**src/rsmv_pkg.sv**
```systemverilog
// shared constants and types for the row sum / mean / variance block
// no dependencies
package rsmv_pkg;

   localparam int OUT_BITS = 48;
   localparam int CORR_BITS = 12;
   localparam int MODE_BITS = 2;
   localparam int CSR_INDEX_BITS = 2;

   localparam logic [MODE_BITS-1:0] MODE_SUM  = 2'd0;
   localparam logic [MODE_BITS-1:0] MODE_MEAN = 2'd1;
   localparam logic [MODE_BITS-1:0] MODE_VAR  = 2'd2;

   localparam logic [CSR_INDEX_BITS-1:0] CSR_STAT_MODE = 2'd0;
   localparam logic [CSR_INDEX_BITS-1:0] CSR_DOF_CORR  = 2'd1;

   typedef enum logic [5:0] {
      ST_IDLE = 6'b000001,
      ST_MULQ = 6'b000010,
      ST_MULS = 6'b000100,
      ST_MULD = 6'b001000,
      ST_DIV  = 6'b010000,
      ST_OUT  = 6'b100000
   } back_state_type;

endpackage

```
**src/rsmv_front.sv**
```systemverilog
// front part: takes samples, accumulates row sum, sum of squares and count
// depends on rsmv_pkg
module rsmv_front
   import rsmv_pkg::*;
#(
   parameter int SAMPLE_BITS = 16,
   parameter int MAX_COLS = 4096,
   parameter int CW = $clog2(MAX_COLS + 1),
   parameter int SW = SAMPLE_BITS + CW,
   parameter int QW = 2 * SAMPLE_BITS + CW
) (
   input  logic                   clock,
   input  logic                   reset,
   input  logic                   in_valid,
   input  logic [SAMPLE_BITS-1:0] in_sample,
   input  logic                   in_last,
   output logic                   in_ready,
   input  logic                   q_full,
   output logic                   q_push,
   output logic [SW+QW+CW-1:0]    q_data
);

   localparam logic [CW-1:0] MAX_N = CW'(MAX_COLS);

   logic signed [SW-1:0] sum_ff, sum_in;
   logic [QW-1:0]        sumsq_ff, sumsq_in;
   logic [CW-1:0]        cnt_ff, cnt_in;
   logic signed [SAMPLE_BITS-1:0]   x;
   logic signed [2*SAMPLE_BITS-1:0] sq;
   logic                 take;

   assign in_ready = !q_full;
   assign take = in_valid && !q_full;
   assign x = signed'(in_sample);
   assign sq = x * x;

   always_comb begin
      sum_in = sum_ff;
      sumsq_in = sumsq_ff;
      cnt_in = cnt_ff;
      if (cnt_ff < MAX_N) begin
         sum_in = sum_ff + SW'(x);
         sumsq_in = sumsq_ff + QW'(unsigned'(sq));
         cnt_in = cnt_ff + 1'b1;
      end
   end

   assign q_push = take && in_last;
   assign q_data = {cnt_in, sumsq_in, sum_in};

   always_ff @(posedge clock) begin
      if (reset) begin
         sum_ff <= '0;
         sumsq_ff <= '0;
         cnt_ff <= '0;
      end else if (take) begin
         if (in_last) begin
            sum_ff <= '0;
            sumsq_ff <= '0;
            cnt_ff <= '0;
         end else begin
            sum_ff <= sum_in;
            sumsq_ff <= sumsq_in;
            cnt_ff <= cnt_in;
         end
      end
   end

endmodule

```
**src/rsmv_queue.sv**
```systemverilog
// two-entry queue of finished row totals between front and back
// depends on rsmv_pkg
module rsmv_queue
   import rsmv_pkg::*;
#(
   parameter int WIDTH = 8
) (
   input  logic             clock,
   input  logic             reset,
   input  logic             push,
   input  logic [WIDTH-1:0] push_data,
   output logic             full,
   input  logic             pop,
   output logic             not_empty,
   output logic [WIDTH-1:0] head_data
);

   logic [WIDTH-1:0] mem_ff [2];
   logic             wr_ff, rd_ff;
   logic [1:0]       cnt_ff;

   assign full = cnt_ff == 2'd2;
   assign not_empty = cnt_ff != 2'd0;
   assign head_data = mem_ff[rd_ff];

   always_ff @(posedge clock) begin
      if (push) mem_ff[wr_ff] <= push_data;
   end

   always_ff @(posedge clock) begin
      if (reset) begin
         wr_ff <= 1'b0;
         rd_ff <= 1'b0;
         cnt_ff <= 2'd0;
      end else begin
         if (push) wr_ff <= !wr_ff;
         if (pop) rd_ff <= !rd_ff;
         case ({push, pop})
            2'b10: cnt_ff <= cnt_ff + 2'd1;
            2'b01: cnt_ff <= cnt_ff - 2'd1;
            default: cnt_ff <= cnt_ff;
         endcase
      end
   end

endmodule

```
**src/rsmv_back.sv**
```systemverilog
// back part: shift-add multiplier and restoring divider form the row statistic
// depends on rsmv_pkg
module rsmv_back
   import rsmv_pkg::*;
#(
   parameter int CW = 13,
   parameter int SW = 29,
   parameter int QW = 45
) (
   input  logic                  clock,
   input  logic                  reset,
   input  logic [MODE_BITS-1:0]  stat_mode,
   input  logic [CORR_BITS-1:0]  dof_corr,
   input  logic                  q_not_empty,
   input  logic [SW+QW+CW-1:0]   q_data,
   output logic                  q_pop,
   output logic                  out_valid,
   input  logic                  out_ready,
   output logic [OUT_BITS-1:0]   out_value,
   output logic                  out_error
);

   localparam int PW = QW + CW;
   localparam int DW = 2 * CW;
   localparam int NC = (CW > CORR_BITS) ? CW : CORR_BITS;
   localparam int KW = $clog2(PW + 1);

   back_state_type state_ff;
   logic signed [SW-1:0] sum_ff;
   logic [CW-1:0]   n_ff;
   logic            neg_ff;
   logic [PW-1:0]   a_ff, acc_ff, t1_ff, quo_ff;
   logic [SW-1:0]   b_ff;
   logic [DW-1:0]   div_ff, rem_ff;
   logic [KW-1:0]   k_ff;
   logic signed [PW:0] res_ff;
   logic            err_ff;
   logic            valid_ff;
   logic [OUT_BITS-1:0] value_ff;
   logic            error_ff;

   logic signed [SW-1:0] h_sum;
   logic [QW-1:0]   h_sq;
   logic [CW-1:0]   h_n;
   logic [SW-1:0]   h_mag, s_mag;
   logic [NC-1:0]   n_ext, c_ext, d_ext;
   logic [PW-1:0]   acc_nx;
   logic [DW:0]     r2;
   logic            fit;

   assign {h_n, h_sq, h_sum} = q_data;
   assign h_mag = h_sum[SW-1] ? SW'(-h_sum) : SW'(h_sum);
   assign s_mag = sum_ff[SW-1] ? SW'(-sum_ff) : SW'(sum_ff);
   assign n_ext = NC'(n_ff);
   assign c_ext = NC'(dof_corr);
   assign d_ext = n_ext - c_ext;
   assign acc_nx = acc_ff + (b_ff[0] ? a_ff : '0);
   assign r2 = {rem_ff, quo_ff[PW-1]};
   assign fit = r2 >= {1'b0, div_ff};

   assign q_pop = (state_ff == ST_IDLE) && q_not_empty;
   assign out_valid = valid_ff;
   assign out_value = value_ff;
   assign out_error = error_ff;

   always_ff @(posedge clock) begin
      if (reset) begin
         state_ff <= ST_IDLE;
         valid_ff <= 1'b0;
      end else begin
         if (out_ready && state_ff != ST_OUT) valid_ff <= 1'b0;
         case (state_ff)
            ST_IDLE: begin
               if (q_not_empty) begin
                  sum_ff <= h_sum;
                  n_ff <= h_n;
                  err_ff <= (stat_mode == MODE_VAR) && (NC'(h_n) <= c_ext);
                  res_ff <= (stat_mode == MODE_SUM) ? (PW+1)'(h_sum) : '0;
                  acc_ff <= '0;
                  case (stat_mode)
                     MODE_SUM: begin
                        state_ff <= ST_OUT;
                     end
                     MODE_MEAN: begin
                        if (h_n == '0) begin
                           state_ff <= ST_OUT;
                        end else begin
                           quo_ff <= PW'(h_mag);
                           div_ff <= DW'(h_n);
                           rem_ff <= '0;
                           k_ff <= '0;
                           neg_ff <= h_sum[SW-1];
                           state_ff <= ST_DIV;
                        end
                     end
                     MODE_VAR: begin
                        if (NC'(h_n) <= c_ext) begin
                           state_ff <= ST_OUT;
                        end else begin
                           a_ff <= PW'(h_sq);
                           b_ff <= SW'(h_n);
                           neg_ff <= 1'b0;
                           state_ff <= ST_MULQ;
                        end
                     end
                     default: state_ff <= ST_OUT;
                  endcase
               end
            end
            ST_MULQ, ST_MULS, ST_MULD: begin
               if (b_ff == '0) begin
                  acc_ff <= '0;
                  if (state_ff == ST_MULQ) begin
                     t1_ff <= acc_ff;
                     a_ff <= PW'(s_mag);
                     b_ff <= s_mag;
                     state_ff <= ST_MULS;
                  end else if (state_ff == ST_MULS) begin
                     quo_ff <= t1_ff - acc_ff;
                     a_ff <= PW'(n_ff);
                     b_ff <= SW'(d_ext);
                     state_ff <= ST_MULD;
                  end else begin
                     div_ff <= DW'(acc_ff);
                     rem_ff <= '0;
                     k_ff <= '0;
                     state_ff <= ST_DIV;
                  end
               end else begin
                  acc_ff <= acc_nx;
                  a_ff <= {a_ff[PW-2:0], 1'b0};
                  b_ff <= {1'b0, b_ff[SW-1:1]};
               end
            end
            ST_DIV: begin
               if (k_ff == KW'(PW)) begin
                  res_ff <= neg_ff ? -signed'({1'b0, quo_ff}) : signed'({1'b0, quo_ff});
                  state_ff <= ST_OUT;
               end else begin
                  rem_ff <= fit ? DW'(r2 - {1'b0, div_ff}) : DW'(r2);
                  quo_ff <= {quo_ff[PW-2:0], fit};
                  k_ff <= k_ff + 1'b1;
               end
            end
            ST_OUT: begin
               if (!valid_ff || out_ready) begin
                  valid_ff <= 1'b1;
                  value_ff <= OUT_BITS'(res_ff);
                  error_ff <= err_ff;
                  state_ff <= ST_IDLE;
               end
            end
            default: state_ff <= ST_IDLE;
         endcase
      end
   end

endmodule

```
**src/row_sum_mean_variance_top.sv**
```systemverilog
// top level of the row sum / mean / variance block
// depends on rsmv_pkg, rsmv_front, rsmv_queue, rsmv_back
//
//  port group  direction  contents
//  req_        in         tdata sample, tlast row end
//  rsp_        out        tdata stat_value, tuser div_error
//  csr_        in         index 0 stat_mode, index 1 dof_correction
//
// samples are taken one per cycle while the two-entry row queue has room
// from its pop a row result goes straight to the output register in sum mode or on
// a divisor error, passes the divider in mean mode and three multiplies and the
// divider in variance mode; the one-bit-per-cycle multiplier and divider sit in the back part
// a held result stops the back part, then the queue fills and req_tready drops
// reset is synchronous and clears accumulators, queue counts, csr registers and back-part state
module row_sum_mean_variance_top
   import rsmv_pkg::*;
#(
   parameter int SAMPLE_BITS = 16,
   parameter int MAX_COLS = 4096
) (
   input  logic                          clock,
   input  logic                          reset,
   input  logic                          req_tvalid,
   output logic                          req_tready,
   input  logic [((SAMPLE_BITS+7)/8)*8-1:0] req_tdata,  // sample
   input  logic                          req_tlast,
   output logic                          rsp_tvalid,
   input  logic                          rsp_tready,
   output logic [OUT_BITS-1:0]           rsp_tdata,  // stat_value
   output logic                          rsp_tuser,  // div_error
   input  logic                          csr_valid,
   output logic                          csr_ready,
   input  logic [CSR_INDEX_BITS-1:0]     csr_index,
   input  logic [CORR_BITS-1:0]          csr_data
);

   localparam int CW = $clog2(MAX_COLS + 1);
   localparam int SW = SAMPLE_BITS + CW;
   localparam int QW = 2 * SAMPLE_BITS + CW;
   localparam int EW = SW + QW + CW;

   logic [MODE_BITS-1:0] mode_ff;
   logic [CORR_BITS-1:0] corr_ff;
   logic          q_full, q_push, q_pop, q_ne;
   logic [EW-1:0] q_in, q_out;

   assign csr_ready = 1'b1;

   always_ff @(posedge clock) begin
      if (reset) begin
         mode_ff <= MODE_SUM;
         corr_ff <= '0;
      end else if (csr_valid) begin
         case (csr_index)
            CSR_STAT_MODE: mode_ff <= csr_data[MODE_BITS-1:0];
            CSR_DOF_CORR:  corr_ff <= csr_data;
            default: ;
         endcase
      end
   end

   rsmv_front #(.SAMPLE_BITS(SAMPLE_BITS), .MAX_COLS(MAX_COLS),
                .CW(CW), .SW(SW), .QW(QW)) u_front (
      .clock(clock), .reset(reset),
      .in_valid(req_tvalid), .in_sample(req_tdata[SAMPLE_BITS-1:0]),
      .in_last(req_tlast), .in_ready(req_tready),
      .q_full(q_full), .q_push(q_push), .q_data(q_in)
   );

   rsmv_queue #(.WIDTH(EW)) u_queue (
      .clock(clock), .reset(reset),
      .push(q_push), .push_data(q_in), .full(q_full),
      .pop(q_pop), .not_empty(q_ne), .head_data(q_out)
   );

   rsmv_back #(.CW(CW), .SW(SW), .QW(QW)) u_back (
      .clock(clock), .reset(reset),
      .stat_mode(mode_ff), .dof_corr(corr_ff),
      .q_not_empty(q_ne), .q_data(q_out), .q_pop(q_pop),
      .out_valid(rsp_tvalid), .out_ready(rsp_tready),
      .out_value(rsp_tdata), .out_error(rsp_tuser)
   );

endmodule

```
**config.mk**
```make
export PLATFORM = sky130hd
export DESIGN_NAME = row_sum_mean_variance_top
export DESIGN_NICKNAME = d
export VERILOG_FILES = /design/src/rsmv_pkg.sv /design/src/rsmv_front.sv /design/src/rsmv_queue.sv /design/src/rsmv_back.sv /design/src/row_sum_mean_variance_top.sv
export SDC_FILE = /design/constraint.sdc
export NUM_CORES = 2
export LEC_CHECK = 0
export BUFFER_PORTS_ARGS = -buffer_cell sky130_fd_sc_hd__buf_2
export CAP_MARGIN = 5
export CORE_AREA = 2 2 329 363
export CTS_CLUSTER_DIAMETER = 120
export DETAILED_ROUTE_END_ITERATION = 6
export DIE_AREA = 0 0 331 365
export GPL_TIMING_DRIVEN = 0
export PLACE_DENSITY = 0.6
export SLEW_MARGIN = 20
export SYNTH_ARGS = -nofsm -noshare
export SYNTH_HDL_FRONTEND = slang
export SYNTH_HIERARCHICAL = 1
export SYNTH_SLANG_ARGS = --single-unit
```
**constraint.sdc**
```tcl
create_clock -name clock -period 9 [get_ports clock]
set_clock_uncertainty 0.05 [all_clocks]
set_input_delay 0.9 -clock clock [delete_from_list [all_inputs] [get_ports clock]]
set_output_delay 0.9 -clock clock [all_outputs]
set_load 0.005 [all_outputs]
```
# Yosys cells after proc, flatten, opt, wreduce, memory -nomap -nowiden
# Memory sizes are Yosys's and may differ from the RTL's. A register that Yosys moved wholly into a read port is not among the register bits.
# Index checks and enable logic that the tools add are counted.
word_totals:
  ff_bits: 572
  mem_bits_rw: 174
  out_inout_bits: 52
  elab_cells: 191
  mem_count: 1
mem_list:
  columns: ["name", "depth", "width", "rd", "rd_clocked_by_memory_dff", "write_ports", "line", "source"]
  rows:
  - ["u_queue.mem_ff", 2, 87, 1, 1, 1, "rsmv_queue.sv:18", "logic [WIDTH-1:0] mem_ff [2];"]
op_classes:
  addsub: 13
  multipliers: 1
  order_cmp: 3
  n_eq_ne: 29
  mux: 84
  n_bitwise: 1
  reduce_logical: 34
op_table:
  columns: ["op", "n"]
  rows:
  - ["58-bit 2-to-1 mux", 16]
  - ["26-bit 2-to-1 mux", 14]
  - ["29-bit 2-to-1 mux", 10]
  - ["58-bit one-hot mux with 2 select lines", 2]
  - ["48-bit 2-to-1 mux", 4]
  - ["58-bit one-hot mux with 3 select lines", 1]
  - ["48-bit one-hot mux with 2 select lines", 1]
  - ["45-bit 2-to-1 mux", 2]
  - ["6-bit 2-to-1 mux", 14]
  - ["26-bit one-hot mux with 3 select lines", 1]
  - ["58-bit adder", 1]
  - ["29-bit negation", 2]
  - ["29-bit one-hot mux with 2 select lines", 1]
  - ["58-bit subtractor", 1]
  - ["26-bit one-hot mux with 2 select lines", 1]
  - ["48-bit negation", 1]
  - ["45-bit by 32-bit adder with 45-bit output", 1]
  - ["16-bit by 16-bit multiplier with 32-bit output", 1]
  - ["29-bit by 16-bit adder with 29-bit output", 1]
  - ["29-bit zero test", 1]
  - ["27-bit by 26-bit greater-or-equal comparator with 1-bit output", 1]
  - ["13-bit 2-to-1 mux", 2]
  - ["26-bit subtractor", 1]
  - ["6-bit one-hot mux with 4 select lines", 1]
  - ["other kinds (40)", 84]

# Depth between registers and ports, before layout
depth:
  depth_word: 6
  mapped_depth: 37
  ltp_nobuf: 34

# Modules after synthesis
# Netlist, hierarchy kept.
modules_own_cells:
  columns: ["module", "instances", "cells_each", "area_each_um2"]
  rows:
  - ["rsmv_back", 1, 2884, 29010.3]
  - ["rsmv_front", 1, 1945, 16201.8]
  - ["rsmv_queue", 1, 293, 6508.7]
  - ["row_sum_mean_variance_top", 1, 62, 650.6]

# Least setup slack after synthesis
# Ideal clock, no wire load.
synth_timing:
  kind: "flip-flop to flip-flop"
  startpoint: "register u_back.state_ff[3]"
  endpoint: "register u_back.a_ff[0], enable pin"
  arrival_ps: 8332
  t_required_ps: 8417
  slack_ps: 85
  stages_incl_launch_ff: 10
  n_path_buf: 3
  synth_period_minus_slack_ps: 8915
  cell_sequence: "dfxtp_1 clkbuf_1 xor2_1 o21ai_0 nand2b_1 clkbuf_1 clkbuf_1 a21oi_1 o21ai_0 nor2_1"
synth_via:
  elab_chain_cells: 4
  elab_cells_between_ends: 11
synth_lines:
  columns: ["element", "line", "source"]
  rows:
  - ["start: declaration", "rsmv_back.sv:28", "back_state_type state_ff;"]
  - ["start signal: assignment", "rsmv_back.sv:68", "state_ff <= ST_IDLE;"]
  - ["start signal: assignment", "rsmv_back.sv:82", "state_ff <= ST_OUT;"]
  - ["start signal: assignment", "rsmv_back.sv:86", "state_ff <= ST_OUT;"]
  - ["6-bit by 4-bit equality test with 1-bit output, or another cell as far along", "rsmv_back.sv:72", "case (state_ff)"]
  - ["3-bit OR reduction", "rsmv_back.sv:72", null]
  - ["4-bit inequality test (no source line) or 2-bit nonzero test (tied branches)", null, null]
  - ["6-bit AND reduction (no source line) (*)", null, null]
  - ["end signal: assignment", "rsmv_back.sv:100", "a_ff <= PW'(h_sq);"]
  - ["end signal: assignment", "rsmv_back.sv:115", "a_ff <= PW'(s_mag);"]
  - ["end signal: assignment", "rsmv_back.sv:120", "a_ff <= PW'(n_ff);"]
  - ["end: declaration", "rsmv_back.sv:32", "logic [PW-1:0] a_ff, acc_ff, t1_ff, quo_ff;"]
# Every way passes the cells marked *; elsewhere a longest branch is shown, timed or not.
# A chain may end at the register's enable or synchronous reset.

# Final worst setup path
layout_timing:
  startpoint: "input port req_tdata[15]"
  endpoint: "register u_front.sumsq_ff[36]"
layout_via:
  elab_chain_cells: 4
layout_lines:
  columns: ["element", "line", "source"]
  rows:
  - ["start: declaration", "row_sum_mean_variance_top.sv:25", "input logic [((SAMPLE_BITS+7)/8)*8-1:0] req_tdata,"]
  - ["16-bit by 16-bit multiplier with 32-bit output", "rsmv_front.sv:35", "assign sq = x * x;"]
  - ["45-bit by 32-bit adder with 45-bit output", "rsmv_front.sv:43", "sumsq_in = sumsq_ff + QW'(unsigned'(sq));"]
  - ["45-bit 2-to-1 mux", "rsmv_front.sv:41", "if (cnt_ff < MAX_N) begin"]
  - ["45-bit 2-to-1 mux", "rsmv_front.sv:57", "if (in_last) begin"]
  - ["end signal: assignment", "rsmv_front.sv:63", "sumsq_ff <= sumsq_in;"]
  - ["end: declaration", "rsmv_front.sv:26", "logic [QW-1:0] sumsq_ff, sumsq_in;"]
# No other way between the ends.

==> impl_metrics.tcl <==
set metrics [dict create \
    outcome "finished, final reports clean" \
    grt.overflow.total 0 \
    final_layout_size_suffix_gt1_frac 0.0847 \
    syn2layout_area_growth_pct 11.6 \
    worst_pin_slew_ns 1.16 \
    grt_max_degree 52 \
    fin_crit_sh 0.963 \
    core-area_um2 117000 \
    cts.sinks 747 \
    start_util 0.447 \
    syn_area_per_cell_um2 10.1 \
    gp_congestion 0.973 \
    hp-start "u_back/res_ff[13]" \
    ys_seq_area_frac 0.407 \
    holdPathStages 0 \
    synth_nets 5784 \
    cts_tree "yes" \
    ys_seq_elements 747 \
    fin_tns_setup_ns 0 \
    fmaxAchievable_mhz 115 \
    syn_area_um2 52400 \
    holdBufCountCts 0 \
    wirelength_um 155000 \
    rr_worst_depth 16 \
    clockBufferDepth 3 \
    r2r_setup_slack_ns 3.14 \
    criticalPathCategory "in2reg" \
    clk_latency_ns 0.68 \
    antenna_found_initial 3 \
    viasPerCell 5.57 \
    max_slew_margin 0.227 \
    synth_edf_count 634 \
    crit_family "adder cells" \
    synth_cell_type_count 96 \
    place_area_um2 55300 \
    finalSetupViolCount 0 \
    portBuffers 85 \
    dp_hpwl_um 125000 \
    drc 0 \
    arrival_ns 9.16 \
    critPathMaxFanout 23 \
    core.rowCount 132 \
    finalCoreUtilization 0.498 \
    routedWlPerCell_um 22.2 \
    syn_inst 5184 \
    die_y_um 365 \
    finalHoldViolations 0 \
    clk_pin_slew_ns 0.06 \
    grt_pass1_wl_um 235000 \
    final_net_count 5975 \
    yosysWarnings 6 \
    grt_use_total 0.257 \
    htree_levels 3 \
    grt_pass1_vias 39500 \
    crit_cells 34 \
    async_flop_share 0 \
    final_common_cell "edfxtp_1" \
    n_fill_cell 10900 \
    multi_input_area_um2 28500 \
    critical_path_buf_inv_count 9 \
    final_cell_mix "edfxtp_1 (634), inv_1 (507), nand2_1 (470), nor2_1 (326), ha_1 (315)" \
    hold_class "reg2reg" \
    chipWidth_um 331 \
    min_to "u_back/out_value[13]" \
    dieArea_um2 121000 \
    cts_buffers 78 \
    drv_slew 0 \
    required_ns 9.49 \
    cp_slowest_stage_delay_ns 0.67 \
    r2r-end "u_back/acc_ff[54]" \
    cpMaxStageDelayCell "fa_2" \
    final-seq-area_um2 21300 \
    timing.rr.start "u_back/b_ff[0]" \
    cts_root_buf "clkbuf_16" \
    top_level_ports 88 \
    antenna_left 0 \
    drt-initial-drc-count 2804 \
    first_pass_iters 6 \
    timing.final.crit_period_ns 8.67 \
    end_kind "register" \
    vias 38900 \
    ys.flop_type "edfxtp_1" \
    timing.hold.ws_ns 0.360 \
    maxCapViolCount 0 \
    final_area_um2 58400 \
    start_kind "input pin" \
]
[worst max path at each step]
stage	slack (ns)	start	endpoint
after floorplan	0.08	u_back/state_ff[3]	u_back/a_ff[0]
after global placement	-4.20	u_back/state_ff[3]	u_back/a_ff[53]
after detailed placement	-2.05	req_tdata[15]	u_front/sumsq_ff[40]
after CTS	0.01	req_tdata[6]	u_front/sumsq_ff[36]
after global routing	-0.01	req_tdata[6]	u_front/sumsq_ff[36]
final	0.33	req_tdata[15]	u_front/sumsq_ff[36]
[state kept, by name, indices dropped and copies added (netlist names), 12 cells and up, named ones only]
| register | flops |
|---|---|
| u_queue/mem_ff | 174 |
| u_back/t1_ff | 58 |
| u_back/quo_ff | 58 |
| u_back/sum_ff | 29 |
| u_back/n_ext | 13 |
| u_back/acc_ff | 58 |
| u_front/cnt_ff | 13 |
| u_front/sumsq_ff | 45 |
| u_back/b_ff | 29 |
| u_back/out_value | 48 |
| corr_ff | 12 |
| u_back/a_ff | 58 |
| u_back/res_ff | 48 |
| u_back/rem_ff | 26 |
| u_front/sum_ff | 29 |
| u_back/div_ff | 26 |
[Yosys cell counts, types with 46 or more instances]
cell type	n	share of area
edfxtp_1	634	0.36
inv_1	511	0.037
nand2_1	471	0.034
nor2_1	332	0.024
ha_1	320	0.076
o21ai_0	315	0.030
a21oi_1	274	0.026
fa_1	244	0.093
clkbuf_1	202	0.014
xnor2_1	201	0.034
xor2_1	163	0.027
a21o_1	143	0.020
and2_1	117	0.014
dfxtp_1	113	0.043
nand3_1	107	0.010
mux2_2	100	0.022
a22oi_1	71	0.010
nand2b_1	65	0.0078
and3_1	53	0.0063
a211oi_1	46	0.0066
a31oi_1	46	0.0055
[repair_timing]
item / 4_1_cts / 5_1_grt
pin swaps: 5 / 12
gates resized for setup: 53 / 48
endpoints found under the setup margin: 74 / 44
endpoints found under the hold margin: 0 / 0
buffers inserted: 5 / 6
[metrics by stage]
| step | cells | setup WS [ns] |
|---|---|---|
| 4_1_cts | 6981 | 0.0141 |
| 3_5_place_dp | 6837 | -2.05 |
| 3_3_place_gp | 6810 | -4.20 |
| 6_report | 6983 | 0.332 |
| 2_1_floorplan | 5184 | 0.0848 |
| 5_1_grt | 6982 | -0.0137 |
[final cells by class]
class                           count  share of cell area
Tap cell                         1541              0.0330
Clock buffer                      111              0.0399
Sequential cell                   747               0.365
Multi-Input combinational cell   3694               0.487
Timing Repair Buffer              123              0.0177
Clock inverter                     34             0.00760
Inverter                          511              0.0330
Buffer                            220              0.0171
Antenna cell                        2           0.0000857
[worst register-to-register path, delay by kind of cell (launching register included)]
kind,cells,cell delay [ns]
AOI/OAI and AO/OA,10,2.39
adders and majority gates,2,0.48
buffers and inverters,2,1.15
DFF,1,0.63
and+or+nand+nor,2,0.97
[cell families after synthesis]
group / synth area share
adder cells (fa/ha/maj): 0.170
multiplexers: 0.0307
AO/OA/AOI/OAI: 0.149
flip-flops: 0.407
XOR/XNOR: 0.0609
AND/OR/NAND/NOR: 0.129
other: 0.0000716
buffers and inverters: 0.0547
[layer usage]
layer,part of all wire,global-route usage,vias to the layer above
met3,0.041,0.0258,287
met2,0.50,0.458,1063
li1,-,-,18700
met5,0.000058,0,-
met1,0.40,0.304,18900
met4,0.061,0.143,2
Power is left out: the tool's default activity adds up to more than one toggle a clock period on the data nets, which glitch-free logic cannot reach.
